$ cat src/hw/rtl/gmds_ram.sv
// Generic single-write, single-read synchronous RAM with registered read data.
module gmds_ram #(
    parameter int WIDTH = 8,
    parameter int DEPTH = 16
) (
    input  logic                     clk,
    input  logic                     we,
    input  logic [$clog2(DEPTH)-1:0] waddr,
    input  logic [WIDTH-1:0]         wdata,
    input  logic                     re,
    input  logic [$clog2(DEPTH)-1:0] raddr,
    output logic [WIDTH-1:0]         rdata
);

    logic [WIDTH-1:0] mem [DEPTH];

    always_ff @(posedge clk)
    begin
        if (we)
        begin
            mem[waddr] <= wdata;
        end
        if (re)
        begin
            rdata <= mem[raddr];
        end
    end

endmodule
$ cat config.mk
export PLATFORM = sky130hd
export DESIGN_NAME = gmds_ram
export DESIGN_NICKNAME = d
export VERILOG_FILES = /design/src/hw/rtl/gmds_ram.sv
export SDC_FILE = /design/constraint.sdc
export NUM_CORES = 1
export LEC_CHECK = 0
export BUFFER_PORTS_ARGS = -buffer_cell sky130_fd_sc_hd__buf_2
export CAP_MARGIN = 20
export CORE_ASPECT_RATIO = 0.6
export CORE_MARGIN = 5
export CORE_UTILIZATION = 30
export DETAILED_ROUTE_END_ITERATION = 16
export GPL_TIMING_DRIVEN = 0
export PLACE_DENSITY = 0.43
export SLEW_MARGIN = 30
export SYNTH_ARGS = -nofsm -noshare
export SYNTH_HDL_FRONTEND = slang
export SYNTH_SLANG_ARGS = --single-unit
export TNS_END_PERCENT = 1
$ cat constraint.sdc
create_clock -name clk -period 1.8 [get_ports clk]
set_clock_uncertainty 0.05 [all_clocks]
set_input_delay 0.09 -clock clk [delete_from_list [all_inputs] [get_ports clk]]
set_output_delay 0.09 -clock clk [all_outputs]
set_load 0.03 [all_outputs]
# Yosys cells after proc, flatten, opt, wreduce, memory -nomap -nowiden

Memory sizes are Yosys's and may differ from the RTL's. A register that Yosys moved wholly into a read port is not among the register bits.
Index checks and enable logic that the tools add are counted.
W data, S select, Z words.

$add $sub $neg: 0
Multipliers: 0
Div/mod/pow operators: 0
Order comparisons: 0
Equal/unequal tests: 0
Shifts and indexed selects: 0
Muxes and demuxes: 2
Bitwise operators: 0
Reductions and logical operators: 0

Operator list:

| operator | number |
|---|---|
| $mux W1  | 2 |

Bits in registers: 0
Latch bits: 0
RAM bits: 128
ROM bits: 0
Output and inout port bits: 8
Word-level logic and storage cells: 3
Memories kept: 1

Memories:

| name | words | width | rd ports | clocked after memory_dff | wr ports | RTL line | text |
|---|---|---|---|---|---|---|---|
| mem  | 16    | 8     | 1        | 1                        | 1        | 15       | `logic [WIDTH-1:0] mem [DEPTH];` |

# Longest topological paths before layout

Gate-level depths: netlist (run 1).

Word-level depth: 2
Mapped depth: 5

# Worst setup path before layout (run 1)

No wires, ideal clock.

Kind: input port to flip-flop
Start point: in waddr[2]
End point: mem mem[0][0] (enable)
Data arrival time: 1.200 ns
Required time: 1.367 ns
Slack: 0.167 ns
Stages on the path: 2
Cells stage by stage: or3b_2 -> nor3_1

RTL lines:

| element            | RTL line | text |
|---|---|---|
| start: declaration | 8        | `input logic [$clog2(DEPTH)-1:0] waddr,` |
| end: declaration   | 15       |  |

No word-level cell before the write port.

==> impl_metrics.csv, run 1 <==
group,metric,value,unit
status,status,"complete, no violations",
timing,finalSetupTns,0,ps
timing,worst_pin_slew,907,ps
logic_synthesis,synth_warnings,0,
final_layout,fill_cells,1616,
pwr,clkPwrFrac,44.9,%
clock_tree,cts_tree,"yes",
place,hpwl,7.80,mm
setup_path,end_kind,"flop",
timing,fin_crit,1610,ps
place,place_ws,-144,ps
place,place.gp.congestion,0.704,
route,viasPerCell,4.55,
route,wire_per_inst,22.7,µm
logic_synthesis,syn_area_per_cell,22.8,µm²
pwr,p_leak,2.03,nW
pwr,p_seq_share,49.7,%
timing,final_hold_viol_count,0,
clock_tree,clock_sinks,136,
timing,finalWorstSetupSlack,187,ps
global_routing,grt_max_degree,17,
global_routing,grt_pass1_vias,2569,
floorplanning,start_util,30.5,%
pwr,switching_share,22.2,%
pwr,comb_power_share,5.4,%
final_layout,finalInstanceArea,6240,µm²
logic_synthesis,ys_ff_latch,136,
setup_path,crit_chain,"mux4_1 > a22oi_1 > nand2_1",
final_layout,finish.net_count,295,
logic_synthesis,syn_nets,248,
setup_path,crit_type,"reg2reg",
floorplanning,fp.dieW,180,µm
setup_path,cpMaxStageDelayCell,"mux4_1",
route,drtIter0Drc,183,
final_layout,multi_input_comb_area,1080,µm²
timing,rsz0062_at_grt,"no",
clock_tree,cts_buffers,17,
route,first_pass_iters,4,
place,portBuffers,25,
route,ant_nets,0,
final_layout,regArea,4080,µm²
clock_tree,clockBufferDepth,2,
place,placed_area,5680,µm²
timing,relSlewSlack,39.3,%
floorplanning,num_io_pins,27,
clock_tree,cts.clk_slew.worst_paths,60,ps
clock_tree,cts_root_buffer,"clkbuf_16",
final_layout,drive_gt1_share,30.8,%
floorplanning,die_h,112,µm
floorplanning,rows,37,
setup_path,arrival,1710,ps
final_layout,utilization,36.5,%
timing,fin_crit_sh,89.6,%
clock_tree,cts_max_level,4,
logic_synthesis,ys_seq_area_share,78.1,%
setup_path,max_stage_delay,630,ps
final_layout,antenna_cells,0,
final_layout,areaGrowthSynthToFinish,19.5,%
worst_hold_path,holdCritPathClass,"in2reg",
global_routing,antenna_found_initial,0,
pwr,p_sw,0.00160,W
timing,finalSetupViolCount,0,
logic_synthesis,synth.distinct_cells,18,
route,routed-via-count,2382,
setup_path,crit_required,1900,ps
timing,max_freq,0.620,GHz
global_routing,grt_overflow,0,
logic_synthesis,synth_cells,229,
route,drc,0,
pwr,power.density,1160,nW/µm²
pwr,internal-power,0.00562,W
logic_synthesis,synthesis.area,5230,µm²
logic_synthesis,ys.flop_type,"edfxtp_1",
timing,drv_slew,0,
route,drt-total-wl,11.9,mm
global_routing,grt_pass1_wl,17.4,mm
setup_path,start_kind,"flop",
floorplanning,core-area,17100,µm²
run,max_cap_viol_count,0,
logic_synthesis,synth_edf_count,136,
clock_tree,post_cts_resized,0,
global_routing,grtUsageTotal,12.1,%
clock_tree,clk_latency,410,ps
logic_synthesis,ys_async_sr_fraction,0,%
floorplanning,die_area,20300,µm²
pwr,peakVddDrop,0.521,mV
setup_path,cp_max_fo,1,
[state kept, by name, indices dropped and copies added, names as in the netlist]
signal and count:
mem 128, rdata 8
[logic make-up after synthesis]
group / share of synthesized area [%]
flip-flops: 78.1
AND/OR/NAND/NOR: 3.14
multiplexers: 14.8
buffers and inverters: 1.65
AO/OA/AOI/OAI: 2.30
[critical path: cells and delay by family, from the launching register on]
| kind | cells | cell delay [ps] |
|---|---|---|
| compound gates | 1 | 260 |
| simple gates | 1 | 80 |
| flops | 1 | 350 |
| mux | 1 | 630 |
[power by group through the flow]
stage / clock network, W / logic, W / registers (W)
2_1_floorplan: 0 / 0.000180 / 0.00368
3_3_place_gp: 0 / 0.000390 / 0.00365
3_5_place_dp: 0 / 0.000399 / 0.00365
4_1_cts: 0.00331 / 0.000401 / 0.00358
5_1_grt: 0.00346 / 0.000423 / 0.00359
6_report: 0.00324 / 0.000392 / 0.00358
[cells in the mapped netlist, types with 2 or more instances]
library cell     instances  share of area [%]
nor3_1                   4               0.38
nor2_1                  13               0.93
nand2_1                  9               0.65
edfxtp_1               136                 78
nand3b_1                 2               0.29
nand2b_1                 2               0.24
mux4_2                  18                7.8
mux4_1                  14                7.0
clkdlybuf4s25_2          3               0.57
a22oi_1                 16                2.3
buf_2                    3               0.29
buf_6                    3               0.65
[path summary, 6_finish.rpt]
path,start,end,slack (ps),cells past startpoint
worst min-delay path,wdata[5],mem[14][5],40,1
worst max register to register,mem[5][1],rdata[1],190,3
worst min register to register,mem[0][2],rdata[2],710,3
worst max-delay path,mem[5][1],rdata[1],190,3
[metrics by stage]
stage	cells	total power (W)	hold WS, ps
finish	523	0.00721	39.1
global route	523	0.00747	38.6
CTS	523	0.00729	31.3
detailed placement	490	0.00405	402
global placement	488	0.00404	401
floorplan	229	0.00386	139
[cell type report]
cell class	instances	area share, %
Sequential cell	136	65.4
Multi-Input combinational cell	83	17.3
Clock buffer	18	6.87
Tap cell	234	4.69
Timing Repair Buffer	28	2.40
Clock inverter	14	2.00
Buffer	10	1.38
[per-layer routing]
layer,wire (µm),global-route usage [%],vias up
met5,0,0,-
met4,12,3.32,0
met3,946,2.66,2
met2,4980,16.7,66
met1,5960,19.2,1235
li1,-,-,1079
[layout by cell type (no fill, tap or decap), types with 9 or more instances in the layout]
master / synthesis / routed
a22oi_1: 16 / 16
buf_2: 3 / 28
clkbuf_16: 0 / 17
edfxtp_1: 136 / 136
mux4_1: 14 / 14
mux4_2: 18 / 18
nand2_1: 9 / 9
nor2_1: 13 / 13
[repair_timing]
item	4_1_cts	5_1_grt
hold buffers	1	0
endpoints found under the setup margin	0	0
endpoints found under the hold margin	8	0
setup buffers	0	0
No activity file was read; power rests on OpenSTA's default activity.
==> inputs of run 2 (changes only) <==
--- a/config.mk
+++ b/config.mk
@@ -12,6 +12,7 @@
 export CORE_UTILIZATION = 30
 export DETAILED_ROUTE_END_ITERATION = 16
 export GPL_TIMING_DRIVEN = 0
+export MAX_ROUTING_LAYER = met4
 export PLACE_DENSITY = 0.43
 export SLEW_MARGIN = 30
 export SYNTH_ARGS = -nofsm -noshare
==> run 2 against run 1 <==
  * Combinational power about the same
  * Die area unchanged
  * Register-to-register slack hardly changed
  * Global-route usage rose by 0.37 points
  * Non-clock buffer count unchanged
==> impl_metrics.csv, run 2 (synthesized netlist as in run 1, its figures left out) <==
group,metric,value,unit
global_routing,grt_max_degree,17,
clock_tree,cts_setup_buffers,0,
route,viasPerCell,4.61,
place,placed_area,5680,µm²
clock_tree,cts_max_level,4,
route,drtIter0Drc,225,
final_layout,reg_top3,"mem: 128 flops, rdata: 8 flops",
floorplanning,num_io_pins,27,
final_layout,top_register,"mem",
pwr,switching_share,22.2,%
floorplanning,die_h,112,µm
clock_tree,clk_latency,410,ps
global_routing,grt_pass1_vias,2563,
global_routing,met3_usage,2.66,%
setup_path,cpMaxStageDelayCell,"mux4_1",
timing,whs,40.7,ps
setup_path,arrival,1720,ps
pwr,p_sw,0.00160,W
final_layout,finalInstanceArea,6240,µm²
global_routing,grtUsageTotal,12.5,%
final_layout,utilization,36.5,%
route,drt-total-wl,11.9,mm
place,place.gp.congestion,0.712,
place,place_ws,-144,ps
setup_path,start_kind,"flop",
clock_tree,cts_tree,"yes",
final_layout,antenna_cells,0,
clock_tree,post_cts_resized,0,
timing,finalWorstSetupSlack,185,ps
pwr,power.density,1160,nW/µm²
timing,drv_slew,0,
route,ant_nets,0,
final_layout,drive_gt1_share,30.8,%
global_routing,grt_use_met2,16.7,%
floorplanning,core-area,17100,µm²
floorplanning,fp.dieW,180,µm
clock_tree,clock_sinks,136,
global_routing,grt_pass1_wl,17.4,mm
timing,worst_pin_slew,954,ps
route,drc,0,
setup_path,max_stage_delay,620,ps
final_layout,areaGrowthSynthToFinish,19.5,%
timing,relSlewSlack,36.2,%
setup_path,crit_required,1900,ps
final_layout,largest_reg_flops,128,
timing,max_freq,0.619,GHz
timing,fin_crit,1610,ps
run,max_cap_viol_count,0,
pwr,internal-power,0.00562,W
timing,final_hold_viol_count,0,
timing,finalSetupViolCount,0,
pwr,p_seq_share,49.6,%
final_layout,final_common_cell,"edfxtp_1",
final_layout,finish.net_count,295,
clock_tree,cts_root_buffer,"clkbuf_16",
pwr,comb_power_share,5.4,%
worst_hold_path,holdCritPathClass,"in2reg",
global_routing,grt_overflow,0,
floorplanning,start_util,30.5,%
clock_tree,cts_hold_buf,1,
setup_path,crit_type,"reg2reg",
timing,rsz0062_at_grt,"no",
pwr,clkPwrFrac,44.9,%
route,wire_per_inst,22.8,µm
timing,fin_crit_sh,89.7,%
route,first_pass_iters,4,
global_routing,met1_usage,19.2,%
global_routing,antenna_found_initial,0,
final_layout,final_cell_mix,"edfxtp_1, buf_2, mux4_2",
clock_tree,cts_buffers,17,
pwr,p_leak,2.03,nW
clock_tree,clockBufferDepth,2,
pwr,power,0.00722,W
place,portBuffers,25,
floorplanning,rows,37,
status,status,"complete, no violations",
setup_path,cp_max_fo,1,
place,hpwl,7.80,mm
clock_tree,cts.clk_slew.worst_paths,60,ps
floorplanning,die_area,20300,µm²
global_routing,grt-busiest-layer,"met1",
route,routed-via-count,2412,
setup_path,end_kind,"flop",
pwr,peakVddDrop,0.522,mV
setup_path,crit_chain,"mux4_1 > a22oi_1 > nand2_1",
==> run 2: metrics by stage <==
stage / TNS [ps] / std cells
floorplan: 0 / 229
detailed placement: -3020 / 490
CTS: 0 / 523
global route: 0 / 523
finish: 0 / 523
global placement: -11760 / 488
==> run 2: final timing paths <==
kind	startpoint	slack (ps)	depth (start not counted)	endpoint
setup reg to reg	mem[5][1]	190	3	rdata[1]
hold / removal	wdata[5]	40	1	mem[14][5]
hold reg to reg	mem[0][2]	710	3	rdata[2]
setup / recovery	mem[5][1]	190	3	rdata[1]
==> run 2: layout make-up <==
cell class,instances,area [µm²]
clock inverters,14,125
fillers,1616,10900
clock buffers,18,429
multi-input cells,83,1080
well taps,234,293
repair buffers,28,150
plain buffers,10,86.3
flip-flops and latches,136,4080
==> run 2: per-layer routing <==
metal | up-vias | wire length (µm)
li1 | 1079 | -
met1 | 1283 | 6410
met2 | 44 | 5020
met3 | 6 | 440
met4 | 0 | 48
met5 | - | 0
==> run 2: power groups by stage <==
stage               Clock, W  Sequential [W]  Combinational, W
floorplan                  0         0.00368          0.000180
global placement           0         0.00365          0.000390
detailed placement         0         0.00365          0.000399
CTS                  0.00331         0.00358          0.000401
global route         0.00346         0.00359          0.000423
finish               0.00324         0.00358          0.000393
==> run 2: critical path, delay by kind of cell (launching register included) <==
family | cells | cell delay [ps]
multiplexers | 1 | 620
flip-flops | 1 | 350
AO/OA/AOI/OAI | 1 | 260
AND/OR/NAND/NOR | 1 | 80
